**src/design/msd_pkg.sv**
```systemverilog
// Shared types and constants of the priority multi-server dispatcher.
// Used by msd_front, msd_back and the top level; depends on nothing.
package msd_pkg;

   localparam int MAX_SERVERS_DEF = 4;
   localparam int POOL_DEPTH_DEF  = 16;
   localparam int TIME_WIDTH_DEF  = 32;

   localparam int ARRIVAL_W = 32;
   localparam int SERVICE_W = 16;
   localparam int PRIO_W    = 16;
   localparam int INDEX_W   = 16;
   localparam int START_W   = 32;
   localparam int CSR_W     = 3;

   localparam int QUEUE_DEPTH = 2;

   localparam logic FUNC_SUBMIT = 1'b0;
   localparam logic FUNC_FLUSH  = 1'b1;

   localparam logic STATUS_STARTED = 1'b0;
   localparam logic STATUS_DROPPED = 1'b1;

   typedef struct packed {
      logic                 func;
      logic [ARRIVAL_W-1:0] arrival_time;
      logic [SERVICE_W-1:0] service_time;
      logic [PRIO_W-1:0]    priority_req;
      logic [INDEX_W-1:0]   job_index;
   } item_type;

   typedef struct packed {
      logic               status;
      logic [INDEX_W-1:0] job_index;
      logic [START_W-1:0] start_time;
      logic               last;
   } result_type;

   typedef struct packed {
      logic [PRIO_W-1:0]    priority_req;
      logic [SERVICE_W-1:0] service_time;
      logic [INDEX_W-1:0]   job_index;
   } pool_entry_type;

endpackage

```
**src/design/priority_multi_server_dispatcher_top.sv**
```systemverilog
// Top level of the priority multi-server dispatcher: config register, front end,
// back end and response register. Depends on msd_pkg, msd_front, msd_back.
//
// Usage:
//   Requests enter on req_* (valid/stall). req_func selects a job submit or a
//   flush; a submit carries arrival time, service time and priority and gets
//   the next job number. Results leave on rsp_* (valid/stall): status, job
//   number, start time and a last flag on the final result of a request. A
//   request that only parks a job, or flushes an empty pool, gives no result.
//   csr_wr_en/csr_wr_data set the number of active servers; write it only
//   while the block is idle.
// Timing:
//   A two-entry request queue takes requests while the back end works. Each
//   decision scans the pool RAM and the server times one entry per cycle,
//   after the request is picked and before it is closed; a request that
//   causes k dispatches scans the pool k + 1 times.
// Reset: synchronous; clears servers, pool, job numbers and time, one server
//   active. A stalled response holds; the back end waits on its held result.
module priority_multi_server_dispatcher_top #(
   parameter int MAX_SERVERS = msd_pkg::MAX_SERVERS_DEF,
   parameter int POOL_DEPTH  = msd_pkg::POOL_DEPTH_DEF,
   parameter int TIME_WIDTH  = msd_pkg::TIME_WIDTH_DEF
) (
   input  logic                             clock,
   input  logic                             reset,
   input  logic                             req_valid,
   output logic                             req_stall,
   input  logic                             req_func,
   input  logic [msd_pkg::ARRIVAL_W-1:0]    req_arrival_time,
   input  logic [msd_pkg::SERVICE_W-1:0]    req_service_time,
   input  logic [msd_pkg::PRIO_W-1:0]       req_priority_req,
   output logic                             rsp_valid,
   input  logic                             rsp_stall,
   output logic                             rsp_status,
   output logic [msd_pkg::INDEX_W-1:0]      rsp_job_index,
   output logic [msd_pkg::START_W-1:0]      rsp_start_time,
   output logic                             rsp_last,
   input  logic                             csr_wr_en,
   input  logic [msd_pkg::CSR_W-1:0]        csr_wr_data
);

   localparam int NSRV_W = $clog2(MAX_SERVERS + 1);

   logic [msd_pkg::CSR_W-1:0]   active_servers_ff;
   logic [NSRV_W-1:0]           n_servers;
   logic                        q_valid;
   msd_pkg::item_type           q_item;
   logic                        q_pop;
   logic                        back_valid;
   msd_pkg::result_type         back_item;
   logic                        out_ready;
   logic                        rsp_valid_ff, rsp_valid_in;
   msd_pkg::result_type         rsp_ff;

   // clamp the server count: zero counts as one, cap at the built count
   always_comb begin
      if (active_servers_ff == '0) begin
         n_servers = NSRV_W'(1);
      end else if (int'(active_servers_ff) > MAX_SERVERS) begin
         n_servers = NSRV_W'(MAX_SERVERS);
      end else begin
         n_servers = NSRV_W'(active_servers_ff);
      end
   end

   always_ff @(posedge clock) begin
      if (reset) begin
         active_servers_ff <= msd_pkg::CSR_W'(1);
      end else if (csr_wr_en) begin
         active_servers_ff <= csr_wr_data;
      end
   end

   msd_front u_front (
      .clock            (clock),
      .reset            (reset),
      .req_valid        (req_valid),
      .req_stall        (req_stall),
      .req_func         (req_func),
      .req_arrival_time (req_arrival_time),
      .req_service_time (req_service_time),
      .req_priority_req (req_priority_req),
      .q_valid          (q_valid),
      .q_item           (q_item),
      .q_pop            (q_pop)
   );

   msd_back #(
      .MAX_SERVERS (MAX_SERVERS),
      .POOL_DEPTH  (POOL_DEPTH),
      .TIME_WIDTH  (TIME_WIDTH)
   ) u_back (
      .clock     (clock),
      .reset     (reset),
      .n_servers (n_servers),
      .q_valid   (q_valid),
      .q_item    (q_item),
      .q_pop     (q_pop),
      .out_valid (back_valid),
      .out_item  (back_item),
      .out_ready (out_ready)
   );

   // response register: load when empty or being taken this cycle
   assign out_ready = !rsp_valid_ff || !rsp_stall;

   always_comb begin
      rsp_valid_in = rsp_valid_ff;
      if (out_ready) begin
         rsp_valid_in = back_valid;
      end
   end

   always_ff @(posedge clock) begin
      if (reset) begin
         rsp_valid_ff <= 1'b0;
      end else begin
         rsp_valid_ff <= rsp_valid_in;
      end
   end

   always_ff @(posedge clock) begin
      if (out_ready && back_valid) begin
         rsp_ff <= back_item;
      end
   end

   assign rsp_valid      = rsp_valid_ff;
   assign rsp_status     = rsp_ff.status;
   assign rsp_job_index  = rsp_ff.job_index;
   assign rsp_start_time = rsp_ff.start_time;
   assign rsp_last       = rsp_ff.last;

endmodule

```
**src/design/msd_ram.sv**
```systemverilog
// Generic single-write, single-read RAM with registered read data.
// Depends on nothing.
module msd_ram #(
   parameter int WIDTH = 8,
   parameter int DEPTH = 16
) (
   input  logic                     clock,
   input  logic                     wr_en,
   input  logic [$clog2(DEPTH)-1:0] wr_addr,
   input  logic [WIDTH-1:0]         wr_data,
   input  logic [$clog2(DEPTH)-1:0] rd_addr,
   output logic [WIDTH-1:0]         rd_data_ff
);

   logic [WIDTH-1:0] mem_ff [DEPTH];

   always_ff @(posedge clock) begin
      if (wr_en) begin
         mem_ff[wr_addr] <= wr_data;
      end
      rd_data_ff <= mem_ff[rd_addr];
   end

endmodule

```
**src/design/msd_front.sv**
```systemverilog
// Front end: accepts requests, numbers submitted jobs, queues them for the back end.
// Depends on msd_pkg.
module msd_front (
   input  logic                               clock,
   input  logic                               reset,
   input  logic                               req_valid,
   output logic                               req_stall,
   input  logic                               req_func,
   input  logic [msd_pkg::ARRIVAL_W-1:0]      req_arrival_time,
   input  logic [msd_pkg::SERVICE_W-1:0]      req_service_time,
   input  logic [msd_pkg::PRIO_W-1:0]         req_priority_req,
   output logic                               q_valid,
   output msd_pkg::item_type                  q_item,
   input  logic                               q_pop
);

   localparam int PTR_W = $clog2(msd_pkg::QUEUE_DEPTH);
   localparam int CNT_W = $clog2(msd_pkg::QUEUE_DEPTH + 1);

   msd_pkg::item_type                  queue_ff [msd_pkg::QUEUE_DEPTH];
   logic [PTR_W-1:0]                   wr_ptr_ff, wr_ptr_in;
   logic [PTR_W-1:0]                   rd_ptr_ff, rd_ptr_in;
   logic [CNT_W-1:0]                   count_ff, count_in;
   logic [msd_pkg::INDEX_W-1:0]        job_counter_ff, job_counter_in;
   logic                               push;
   msd_pkg::item_type                  new_item;

   assign req_stall = (count_ff == CNT_W'(msd_pkg::QUEUE_DEPTH));
   assign push      = req_valid && !req_stall;
   assign q_valid   = (count_ff != '0);
   assign q_item    = queue_ff[rd_ptr_ff];

   always_comb begin
      new_item.func         = req_func;
      new_item.arrival_time = req_arrival_time;
      new_item.service_time = req_service_time;
      new_item.priority_req = req_priority_req;
      new_item.job_index    = job_counter_ff;

      wr_ptr_in      = push ? wr_ptr_ff + 1'b1 : wr_ptr_ff;
      rd_ptr_in      = q_pop ? rd_ptr_ff + 1'b1 : rd_ptr_ff;
      count_in       = count_ff + CNT_W'(push) - CNT_W'(q_pop);
      // a flush takes no job number
      job_counter_in = (push && req_func == msd_pkg::FUNC_SUBMIT) ?
                       job_counter_ff + 1'b1 : job_counter_ff;
   end

   always_ff @(posedge clock) begin
      if (reset) begin
         wr_ptr_ff      <= '0;
         rd_ptr_ff      <= '0;
         count_ff       <= '0;
         job_counter_ff <= '0;
      end else begin
         wr_ptr_ff      <= wr_ptr_in;
         rd_ptr_ff      <= rd_ptr_in;
         count_ff       <= count_in;
         job_counter_ff <= job_counter_in;
      end
   end

   always_ff @(posedge clock) begin
      if (push) begin
         queue_ff[wr_ptr_ff] <= new_item;
      end
   end

endmodule

```
**src/design/msd_back.sv**
```systemverilog
// Back end: scans the waiting pool and the servers, dispatches, inserts or drops jobs.
// Depends on msd_pkg and msd_ram.
module msd_back #(
   parameter int MAX_SERVERS = msd_pkg::MAX_SERVERS_DEF,
   parameter int POOL_DEPTH  = msd_pkg::POOL_DEPTH_DEF,
   parameter int TIME_WIDTH  = msd_pkg::TIME_WIDTH_DEF
) (
   input  logic                               clock,
   input  logic                               reset,
   input  logic [$clog2(MAX_SERVERS+1)-1:0]   n_servers,
   input  logic                               q_valid,
   input  msd_pkg::item_type                  q_item,
   output logic                               q_pop,
   output logic                               out_valid,
   output msd_pkg::result_type                out_item,
   input  logic                               out_ready
);

   localparam int POOL_W   = $clog2(POOL_DEPTH);
   localparam int SRV_W    = (MAX_SERVERS > 1) ? $clog2(MAX_SERVERS) : 1;
   localparam int SCAN_LEN = (POOL_DEPTH > MAX_SERVERS) ? POOL_DEPTH : MAX_SERVERS;
   localparam int CNT_W    = $clog2(SCAN_LEN + 1);
   localparam int ENTRY_W  = $bits(msd_pkg::pool_entry_type);

   typedef enum logic [3:0] {
      ST_IDLE   = 4'b0001,
      ST_SCAN   = 4'b0010,
      ST_DECIDE = 4'b0100,
      ST_FINISH = 4'b1000
   } state_type;

   state_type                       state_ff, state_in;
   logic [CNT_W-1:0]                cnt_ff, cnt_in;
   msd_pkg::item_type               item_ff, item_in;
   logic [TIME_WIDTH-1:0]           cur_time_ff, cur_time_in;
   logic [TIME_WIDTH-1:0]           srv_free_ff [MAX_SERVERS];
   logic [TIME_WIDTH-1:0]           srv_free_in [MAX_SERVERS];
   logic                            pool_valid_ff [POOL_DEPTH];
   logic                            pool_valid_in [POOL_DEPTH];
   logic [POOL_W-1:0]               pool_rank_ff [POOL_DEPTH];
   logic [POOL_W-1:0]               pool_rank_in [POOL_DEPTH];
   logic                            rd_vld_ff, rd_vld_in;
   logic [POOL_W-1:0]               rd_slot_ff, rd_slot_in;
   logic                            best_found_ff, best_found_in;
   logic [msd_pkg::PRIO_W-1:0]      best_pri_ff, best_pri_in;
   logic [POOL_W-1:0]               best_rank_ff, best_rank_in;
   logic [POOL_W-1:0]               best_slot_ff, best_slot_in;
   logic [msd_pkg::INDEX_W-1:0]     best_idx_ff, best_idx_in;
   logic [msd_pkg::SERVICE_W-1:0]   best_svc_ff, best_svc_in;
   logic [TIME_WIDTH-1:0]           srv_t_ff, srv_t_in;
   logic [SRV_W-1:0]                srv_sel_ff, srv_sel_in;
   logic                            free_found_ff, free_found_in;
   logic [POOL_W-1:0]               free_slot_ff, free_slot_in;
   logic                            pend_valid_ff, pend_valid_in;
   msd_pkg::result_type             pend_ff, pend_in;

   logic                            ram_we;
   msd_pkg::pool_entry_type         ram_wdata;
   msd_pkg::pool_entry_type         ram_rdata;
   logic [ENTRY_W-1:0]              ram_rdata_raw;

   logic [TIME_WIDTH-1:0]           arrival_t;
   logic [TIME_WIDTH-1:0]           scan_t;
   logic                            is_flush;
   logic                            dispatch_go;
   logic                            start_now;
   logic                            do_drop;
   logic                            do_insert;
   logic                            produce;
   logic                            advance;

   function automatic logic [TIME_WIDTH-1:0] sat_add(
      input logic [TIME_WIDTH-1:0]         base,
      input logic [msd_pkg::SERVICE_W-1:0] span
   );
      logic [TIME_WIDTH:0] sum;
      sum = {1'b0, base} + (TIME_WIDTH+1)'(span);
      return sum[TIME_WIDTH] ? '1 : sum[TIME_WIDTH-1:0];
   endfunction

   msd_ram #(
      .WIDTH (ENTRY_W),
      .DEPTH (POOL_DEPTH)
   ) u_pool_ram (
      .clock      (clock),
      .wr_en      (ram_we),
      .wr_addr    (free_slot_ff),
      .wr_data    (ram_wdata),
      .rd_addr    (cnt_ff[POOL_W-1:0]),
      .rd_data_ff (ram_rdata_raw)
   );

   assign ram_rdata = msd_pkg::pool_entry_type'(ram_rdata_raw);
   assign arrival_t = TIME_WIDTH'(item_ff.arrival_time);
   assign scan_t    = (srv_free_ff[cnt_ff[SRV_W-1:0]] < cur_time_ff) ?
                      cur_time_ff : srv_free_ff[cnt_ff[SRV_W-1:0]];

   always_comb begin
      is_flush    = (item_ff.func == msd_pkg::FUNC_FLUSH);
      dispatch_go = best_found_ff && (is_flush || srv_t_ff < arrival_t);
      start_now   = !is_flush && !best_found_ff && (srv_t_ff < arrival_t);
      do_drop     = !is_flush && !dispatch_go && !start_now && !free_found_ff;
      do_insert   = !is_flush && !dispatch_go && !start_now && free_found_ff;
      produce     = dispatch_go || start_now || do_drop;
      advance     = !produce || !pend_valid_ff || out_ready;
   end

   always_comb begin
      state_in      = state_ff;
      cnt_in        = cnt_ff;
      item_in       = item_ff;
      cur_time_in   = cur_time_ff;
      srv_free_in   = srv_free_ff;
      pool_valid_in = pool_valid_ff;
      pool_rank_in  = pool_rank_ff;
      rd_vld_in     = 1'b0;
      rd_slot_in    = cnt_ff[POOL_W-1:0];
      best_found_in = best_found_ff;
      best_pri_in   = best_pri_ff;
      best_rank_in  = best_rank_ff;
      best_slot_in  = best_slot_ff;
      best_idx_in   = best_idx_ff;
      best_svc_in   = best_svc_ff;
      srv_t_in      = srv_t_ff;
      srv_sel_in    = srv_sel_ff;
      free_found_in = free_found_ff;
      free_slot_in  = free_slot_ff;
      pend_valid_in = pend_valid_ff;
      pend_in       = pend_ff;
      q_pop         = 1'b0;
      ram_we        = 1'b0;
      out_valid     = 1'b0;
      out_item      = pend_ff;

      ram_wdata.priority_req = item_ff.priority_req;
      ram_wdata.service_time = item_ff.service_time;
      ram_wdata.job_index    = item_ff.job_index;

      case (state_ff)
         ST_IDLE: begin
            if (q_valid) begin
               q_pop         = 1'b1;
               item_in       = q_item;
               cnt_in        = '0;
               best_found_in = 1'b0;
               free_found_in = 1'b0;
               state_in      = ST_SCAN;
            end
         end
         ST_SCAN: begin
            cnt_in    = cnt_ff + 1'b1;
            rd_vld_in = (cnt_ff < CNT_W'(POOL_DEPTH));
            // earliest effective free time, lowest server on a tie
            if (cnt_ff < CNT_W'(n_servers)) begin
               if (cnt_ff == '0 || scan_t < srv_t_ff) begin
                  srv_t_in   = scan_t;
                  srv_sel_in = cnt_ff[SRV_W-1:0];
               end
            end
            // slot read last cycle: best job, newest wins on equal priority
            if (rd_vld_ff) begin
               if (pool_valid_ff[rd_slot_ff]) begin
                  if (!best_found_ff || ram_rdata.priority_req > best_pri_ff ||
                      (ram_rdata.priority_req == best_pri_ff &&
                       pool_rank_ff[rd_slot_ff] < best_rank_ff)) begin
                     best_found_in = 1'b1;
                     best_pri_in   = ram_rdata.priority_req;
                     best_rank_in  = pool_rank_ff[rd_slot_ff];
                     best_slot_in  = rd_slot_ff;
                     best_idx_in   = ram_rdata.job_index;
                     best_svc_in   = ram_rdata.service_time;
                  end
               end else if (!free_found_ff) begin
                  free_found_in = 1'b1;
                  free_slot_in  = rd_slot_ff;
               end
            end
            if (cnt_ff == CNT_W'(SCAN_LEN)) begin
               state_in = ST_DECIDE;
            end
         end
         ST_DECIDE: begin
            // a new result pushes the held one out, not marked last
            if (produce && pend_valid_ff) begin
               out_valid = 1'b1;
            end
            if (advance) begin
               if (dispatch_go) begin
                  srv_free_in[srv_sel_ff]     = sat_add(srv_t_ff, best_svc_ff);
                  cur_time_in                 = srv_t_ff;
                  pool_valid_in[best_slot_ff] = 1'b0;
                  for (int j = 0; j < POOL_DEPTH; j++) begin
                     if (pool_valid_ff[j] && pool_rank_ff[j] > best_rank_ff) begin
                        pool_rank_in[j] = pool_rank_ff[j] - 1'b1;
                     end
                  end
                  pend_in.status     = msd_pkg::STATUS_STARTED;
                  pend_in.job_index  = best_idx_ff;
                  pend_in.start_time = msd_pkg::START_W'(srv_t_ff);
                  pend_in.last       = 1'b0;
                  pend_valid_in      = 1'b1;
                  cnt_in             = '0;
                  best_found_in      = 1'b0;
                  free_found_in      = 1'b0;
                  state_in           = ST_SCAN;
               end else begin
                  if (start_now) begin
                     srv_free_in[srv_sel_ff] = sat_add(arrival_t, item_ff.service_time);
                     cur_time_in             = arrival_t;
                     pend_in.status          = msd_pkg::STATUS_STARTED;
                     pend_in.job_index       = item_ff.job_index;
                     pend_in.start_time      = msd_pkg::START_W'(arrival_t);
                     pend_in.last            = 1'b0;
                     pend_valid_in           = 1'b1;
                  end
                  if (do_drop) begin
                     pend_in.status     = msd_pkg::STATUS_DROPPED;
                     pend_in.job_index  = item_ff.job_index;
                     pend_in.start_time = '0;
                     pend_in.last       = 1'b0;
                     pend_valid_in      = 1'b1;
                  end
                  if (do_insert) begin
                     ram_we = 1'b1;
                     for (int j = 0; j < POOL_DEPTH; j++) begin
                        if (pool_valid_ff[j]) begin
                           pool_rank_in[j] = pool_rank_ff[j] + 1'b1;
                        end
                     end
                     pool_valid_in[free_slot_ff] = 1'b1;
                     pool_rank_in[free_slot_ff]  = '0;
                  end
                  state_in = ST_FINISH;
               end
            end
         end
         ST_FINISH: begin
            // release the held result as the last one of this request
            if (pend_valid_ff) begin
               out_valid     = 1'b1;
               out_item.last = 1'b1;
               if (out_ready) begin
                  pend_valid_in = 1'b0;
                  state_in      = ST_IDLE;
               end
            end else begin
               state_in = ST_IDLE;
            end
         end
         default: begin
            state_in = ST_IDLE;
         end
      endcase
   end

   always_ff @(posedge clock) begin
      if (reset) begin
         state_ff      <= ST_IDLE;
         cnt_ff        <= '0;
         cur_time_ff   <= '0;
         rd_vld_ff     <= 1'b0;
         best_found_ff <= 1'b0;
         free_found_ff <= 1'b0;
         pend_valid_ff <= 1'b0;
         for (int s = 0; s < MAX_SERVERS; s++) begin
            srv_free_ff[s] <= '0;
         end
         for (int j = 0; j < POOL_DEPTH; j++) begin
            pool_valid_ff[j] <= 1'b0;
            pool_rank_ff[j]  <= '0;
         end
      end else begin
         state_ff      <= state_in;
         cnt_ff        <= cnt_in;
         cur_time_ff   <= cur_time_in;
         rd_vld_ff     <= rd_vld_in;
         best_found_ff <= best_found_in;
         free_found_ff <= free_found_in;
         pend_valid_ff <= pend_valid_in;
         srv_free_ff   <= srv_free_in;
         pool_valid_ff <= pool_valid_in;
         pool_rank_ff  <= pool_rank_in;
      end
   end

   always_ff @(posedge clock) begin
      item_ff      <= item_in;
      rd_slot_ff   <= rd_slot_in;
      best_pri_ff  <= best_pri_in;
      best_rank_ff <= best_rank_in;
      best_slot_ff <= best_slot_in;
      best_idx_ff  <= best_idx_in;
      best_svc_ff  <= best_svc_in;
      srv_t_ff     <= srv_t_in;
      srv_sel_ff   <= srv_sel_in;
      free_slot_ff <= free_slot_in;
      pend_ff      <= pend_in;
   end

   a_finish_drains: assert property (@(posedge clock) disable iff (reset)
      (state_ff == ST_FINISH && out_ready) |=> !pend_valid_ff)
      else $error("held result not released at end of request");

   a_scan_bound: assert property (@(posedge clock) disable iff (reset)
      (state_ff == ST_SCAN) |-> (cnt_ff <= CNT_W'(SCAN_LEN)))
      else $error("scan counter ran past its end");

   a_pop_valid: assert property (@(posedge clock) disable iff (reset)
      q_pop |-> (q_valid && state_ff == ST_IDLE))
      else $error("queue popped while empty or busy");

   a_dispatch_found: assert property (@(posedge clock) disable iff (reset)
      (state_ff == ST_DECIDE && dispatch_go && advance) |=> !pool_valid_ff[$past(best_slot_ff)])
      else $error("dispatched slot still marked waiting");

endmodule

```
**config.mk**
```make
export PLATFORM = sky130hd
export DESIGN_NAME = priority_multi_server_dispatcher_top
export DESIGN_NICKNAME = d
export VERILOG_FILES = /design/src/design/msd_pkg.sv /design/src/design/priority_multi_server_dispatcher_top.sv /design/src/design/msd_ram.sv /design/src/design/msd_front.sv /design/src/design/msd_back.sv
export SDC_FILE = /design/constraint.sdc
export NUM_CORES = 2
export LEC_CHECK = 0
export ABC_AREA = 1
export ABC_CLOCK_PERIOD_IN_PS = 10350
export BUFFER_PORTS_ARGS = -buffer_cell sky130_fd_sc_hd__buf_2
export CAP_MARGIN = 15
export CORE_MARGIN = 2
export CORE_UTILIZATION = 40
export DETAILED_ROUTE_END_ITERATION = 12
export HOLD_SLACK_MARGIN = 0.06
export SYNTH_ARGS = -nofsm -noshare
export SYNTH_HDL_FRONTEND = slang
export SYNTH_HIERARCHICAL = 1
export SYNTH_SLANG_ARGS = --single-unit
```
**constraint.sdc**
```tcl
create_clock -name clock -period 10.35 [get_ports clock]
set_input_delay 1.5525 -clock clock [delete_from_list [all_inputs] [get_ports clock]]
set_output_delay 1.5525 -clock clock [all_outputs]
set_load 0.05 [all_outputs]
```
==> results.yml <==
cts:
  clockBufferDepth: 3
  cts_sinks: 1534
  numCtsBuffers: 164
  cts_setup_buffers: 0
  cts_hold_buf: 0
  cts_root_buf: "clkbuf_16"
  path_clk_slew_ns: 0.06
  h-tree-depth: 4
  cts_tree: "done"
  clk_latency_ns: 0.85
  cts_resized: 0
route:
  drcViolationCount: 0
  viasPerCell: 5.188
  drt_iter0_markers: 4630
  ant_nets: 0
  wl_per_cell_um: 19.21
  drt-total-wl_um: 191000
  vias: 51570
  dr.pass1.iters: 6
finish:
  multi_input_area_um2: 23160
  area_growth_pct: 11.09
  fillers: 16740
  fin_nets: 7764
  final_cell_count_no_fill: 9939
  seqCellArea_um2: 42780
  drive_gt1_share_pct: 7.992
  finalInstanceArea_um2: 79390
worst_hold_path:
  min_path_type: "reg -> reg"
yosys:
  synthTopCellsByArea: "edfxtp_1, nand2_1, dfxtp_1"
  syn_inst: 7430
  yosysUniqueCellTypes: 59
  syn_nets: 7751
  synth-seq-cells: 1534
  yosysSeqAreaShare_pct: 59.83
  synth_enable_flop_cells: 1204
  syn-mean-instance-area_um2: 9.619
  post-synth-top-area-fraction_pct: 50.59
  syn_area_um2: 71470
  synth-warning-count: 6
  synth_top_cell_by_area: "edfxtp_1"
  synth-async-reset-ratio_pct: 0
  ys.flop_type: "edfxtp_1"
global_route:
  grt_antenna_before_repair: 3
  grt_pass1_vias: 48830
  grt_max_degree: 185
  grt_usage_pct: 20.71
  globalRouteOverflowTotal: 0
  grt_pass1_wl_um: 290400
timing:
  tightest_slew_ns: 1.207
  finalSetupTns_ns: 0
  postLayoutSetupSlackWorst_ns: 3.402
  slew_headroom_pct: 19.54
  drv_slew: 0
  period_share_pct: 67.13
  final_hold_viol_count: 0
  finalSetupViolCount: 0
  finalHoldWorstSlack_ns: 0.4019
  rsz0062_at_grt: "no"
  fin_skew_ns: 0.07204
  max_freq_mhz: 143.9
  final.min_clock_period_ns: 6.948
place:
  port_buffers: 124
  dpl.cell_count: 9632
  dpl_cell_area_um2: 73930
  place_congestion: 0.9115
  place.detailed.hpwl_um: 110900
  pre_cts_ws_ns: 3.532
power:
  leakage_nw: 32.62
  ir_drop_v: 0.0002442
  powerDensity_nw_per_um2: 207.4
critical_path:
  cp.arrival_ns: 7.37
  worstSetupEndpointType: "flop"
  critPathLaunchType: "flop"
  critPathKind: "reg -> reg"
  crit_required_ns: 10.77
  critPathMaxFanout: 184
floorplan:
  die_area_um2: 182100
  die_w_um: 426.7
  die_y_um: 426.7
  initial_core_util_pct: 40.14
  io_pins: 125
  rows: 155
  core_um2: 178000
run_status:
  status: "completed"
flow_run:
  drv_cap: 0
==> final cells by class <==
| cell class | count | share of cell area [%] |
|---|---|---|
| flip-flops and latches | 1534 | 53.89 |
| multi-input cells | 4513 | 29.17 |
| clock buffers | 235 | 5.757 |
| inverters | 1048 | 4.990 |
| well taps | 2355 | 3.712 |
| repair buffers | 182 | 1.365 |
| clock inverters | 71 | 1.117 |
| diodes | 1 | 0.003152 |
==> cell usage after synthesis (12+ instances only) <==
| library cell | count |
|---|---|
| nand2_1 | 1781 |
| edfxtp_1 | 1204 |
| inv_1 | 1036 |
| nand3_1 | 720 |
| nor2_1 | 484 |
| a21oi_1 | 405 |
| o21ai_0 | 357 |
| dfxtp_1 | 330 |
| ha_1 | 246 |
| buf_2 | 131 |
| clkbuf_1 | 127 |
| nor3_1 | 92 |
| mux2_2 | 81 |
| nand4_1 | 64 |
| xor2_1 | 48 |
| a31oi_1 | 41 |
| buf_6 | 39 |
| xnor2_1 | 35 |
| o21ai_1 | 22 |
| buf_4 | 21 |
| buf_1 | 15 |
| o221ai_1 | 15 |
| o211ai_1 | 13 |
| nor2_2 | 12 |
==> critical path, stage by stage, from the launching register on <==
cell	delay (ns)
dfxtp_4	0.61
buf_4	0.85
buf_12	0.71
a21oi_1	0.14
a21oi_1	0.25
ha_1	0.28
nand2_1	0.08
inv_1	0.04
nand2_1	0.06
nand2_1	0.06
nand2_1	0.05
nand2_1	0.07
nand2_1	0.07
nand2_1	0.07
nand2_1	0.10
nand2_2	0.57
o21ai_0	0.56
ha_1	0.32
a21oi_1	0.14
nor2_1	0.05
a211oi_1	0.17
o221ai_1	0.18
a21oi_1	0.15
nand2_1	0.10
a21oi_4	0.11
buf_4	0.45
==> registers in the layout (all words and copies together) (netlist names), 5 cells and up, named ones only <==
| register | cells |
|---|---|
| u_back/cur_time_ff | 32 |
| u_back/pool_valid_ff | 16 |
| u_back/out_item | 49 |
| u_front/queue_ff | 162 |
| u_back/cnt_ff | 5 |
| u_front/job_counter_ff | 16 |
| rsp_start_time | 32 |
| u_back/pool_rank_ff | 64 |
| u_back/arrival_t | 32 |
| rsp_job_index | 16 |
| u_back/best_idx_ff | 16 |
| u_back/srv_t_ff | 32 |
| u_back/item_ff | 48 |
| u_back/srv_free_ff | 128 |
| u_back/best_pri_ff | 16 |
| u_back/u_pool_ram/mem_ff | 768 |
| u_back/best_svc_ff | 16 |
| u_back/u_pool_ram/rd_data_ff | 48 |
==> where the power goes <==
part           internal [mW]  switching, mW  total (mW)  leakage (nW)
sequential              7.36          0.463        7.82          13.6
clock                   3.37           2.53        5.90          2.65
combinational          0.783           1.97        2.75          16.4
==> cell usage in the layout (no fill, tap or decap), types with 20 or more instances in the layout <==
cell type and count:
clkbuf_1 51, o21ai_0 357, ha_1 246, nor2_4 22, inv_1 1031, a21oi_1 403, nor2_1 464, mux2_2 81
xor2_1 48, nor3_1 90, o21ai_1 22, nand2_1 1779, clkinv_2 24, clkbuf_16 164, xnor2_1 35, buf_2 123
nand3_1 720, buf_4 57, clkbuf_8 20, dfxtp_1 324, a31oi_1 41, nand4_1 64, edfxtp_1 1204
==> cells by family after synthesis <==
group | count (synthesis) | share of synthesized area [%]
simple gates | 3209 | 18.84
flops | 1534 | 59.83
buf+inv | 1383 | 8.038
compound gates | 889 | 6.586
fa+ha+maj | 248 | 4.363
mux | 84 | 1.318
xor+xnor | 83 | 1.017
==> path summary, 6_finish.rpt <==
check                                                      from                    end  slack, ns  cells past startpoint
worst max-delay path                           u_back/cnt_ff[0]    u_back/srv_t_ff[25]       3.40                     25
worst min-delay path            u_back/u_pool_ram/rd_data_ff[5]  u_back/best_idx_ff[5]       0.40                      0
worst max register to register                 u_back/cnt_ff[0]    u_back/srv_t_ff[25]       3.40                     25
worst min register to register  u_back/u_pool_ram/rd_data_ff[5]  u_back/best_idx_ff[5]       0.40                      0
==> metrics by stage <==
stage	utilization [%]	total power, mW
final	44.59	16.47
after global routing	44.59	17.22
after CTS	44.59	16.62
after detailed placement	41.53	10.69
after global placement	41.53	10.65
after floorplan	-	9.737
==> layer usage <==
metal  GRT usage (%)  wire length (µm)
met1           28.30             84970
met2           33.85             89280
met3           2.927             11550
met4           6.854              5173
met5               0                 0
Power figures use the tool's default switching activity.
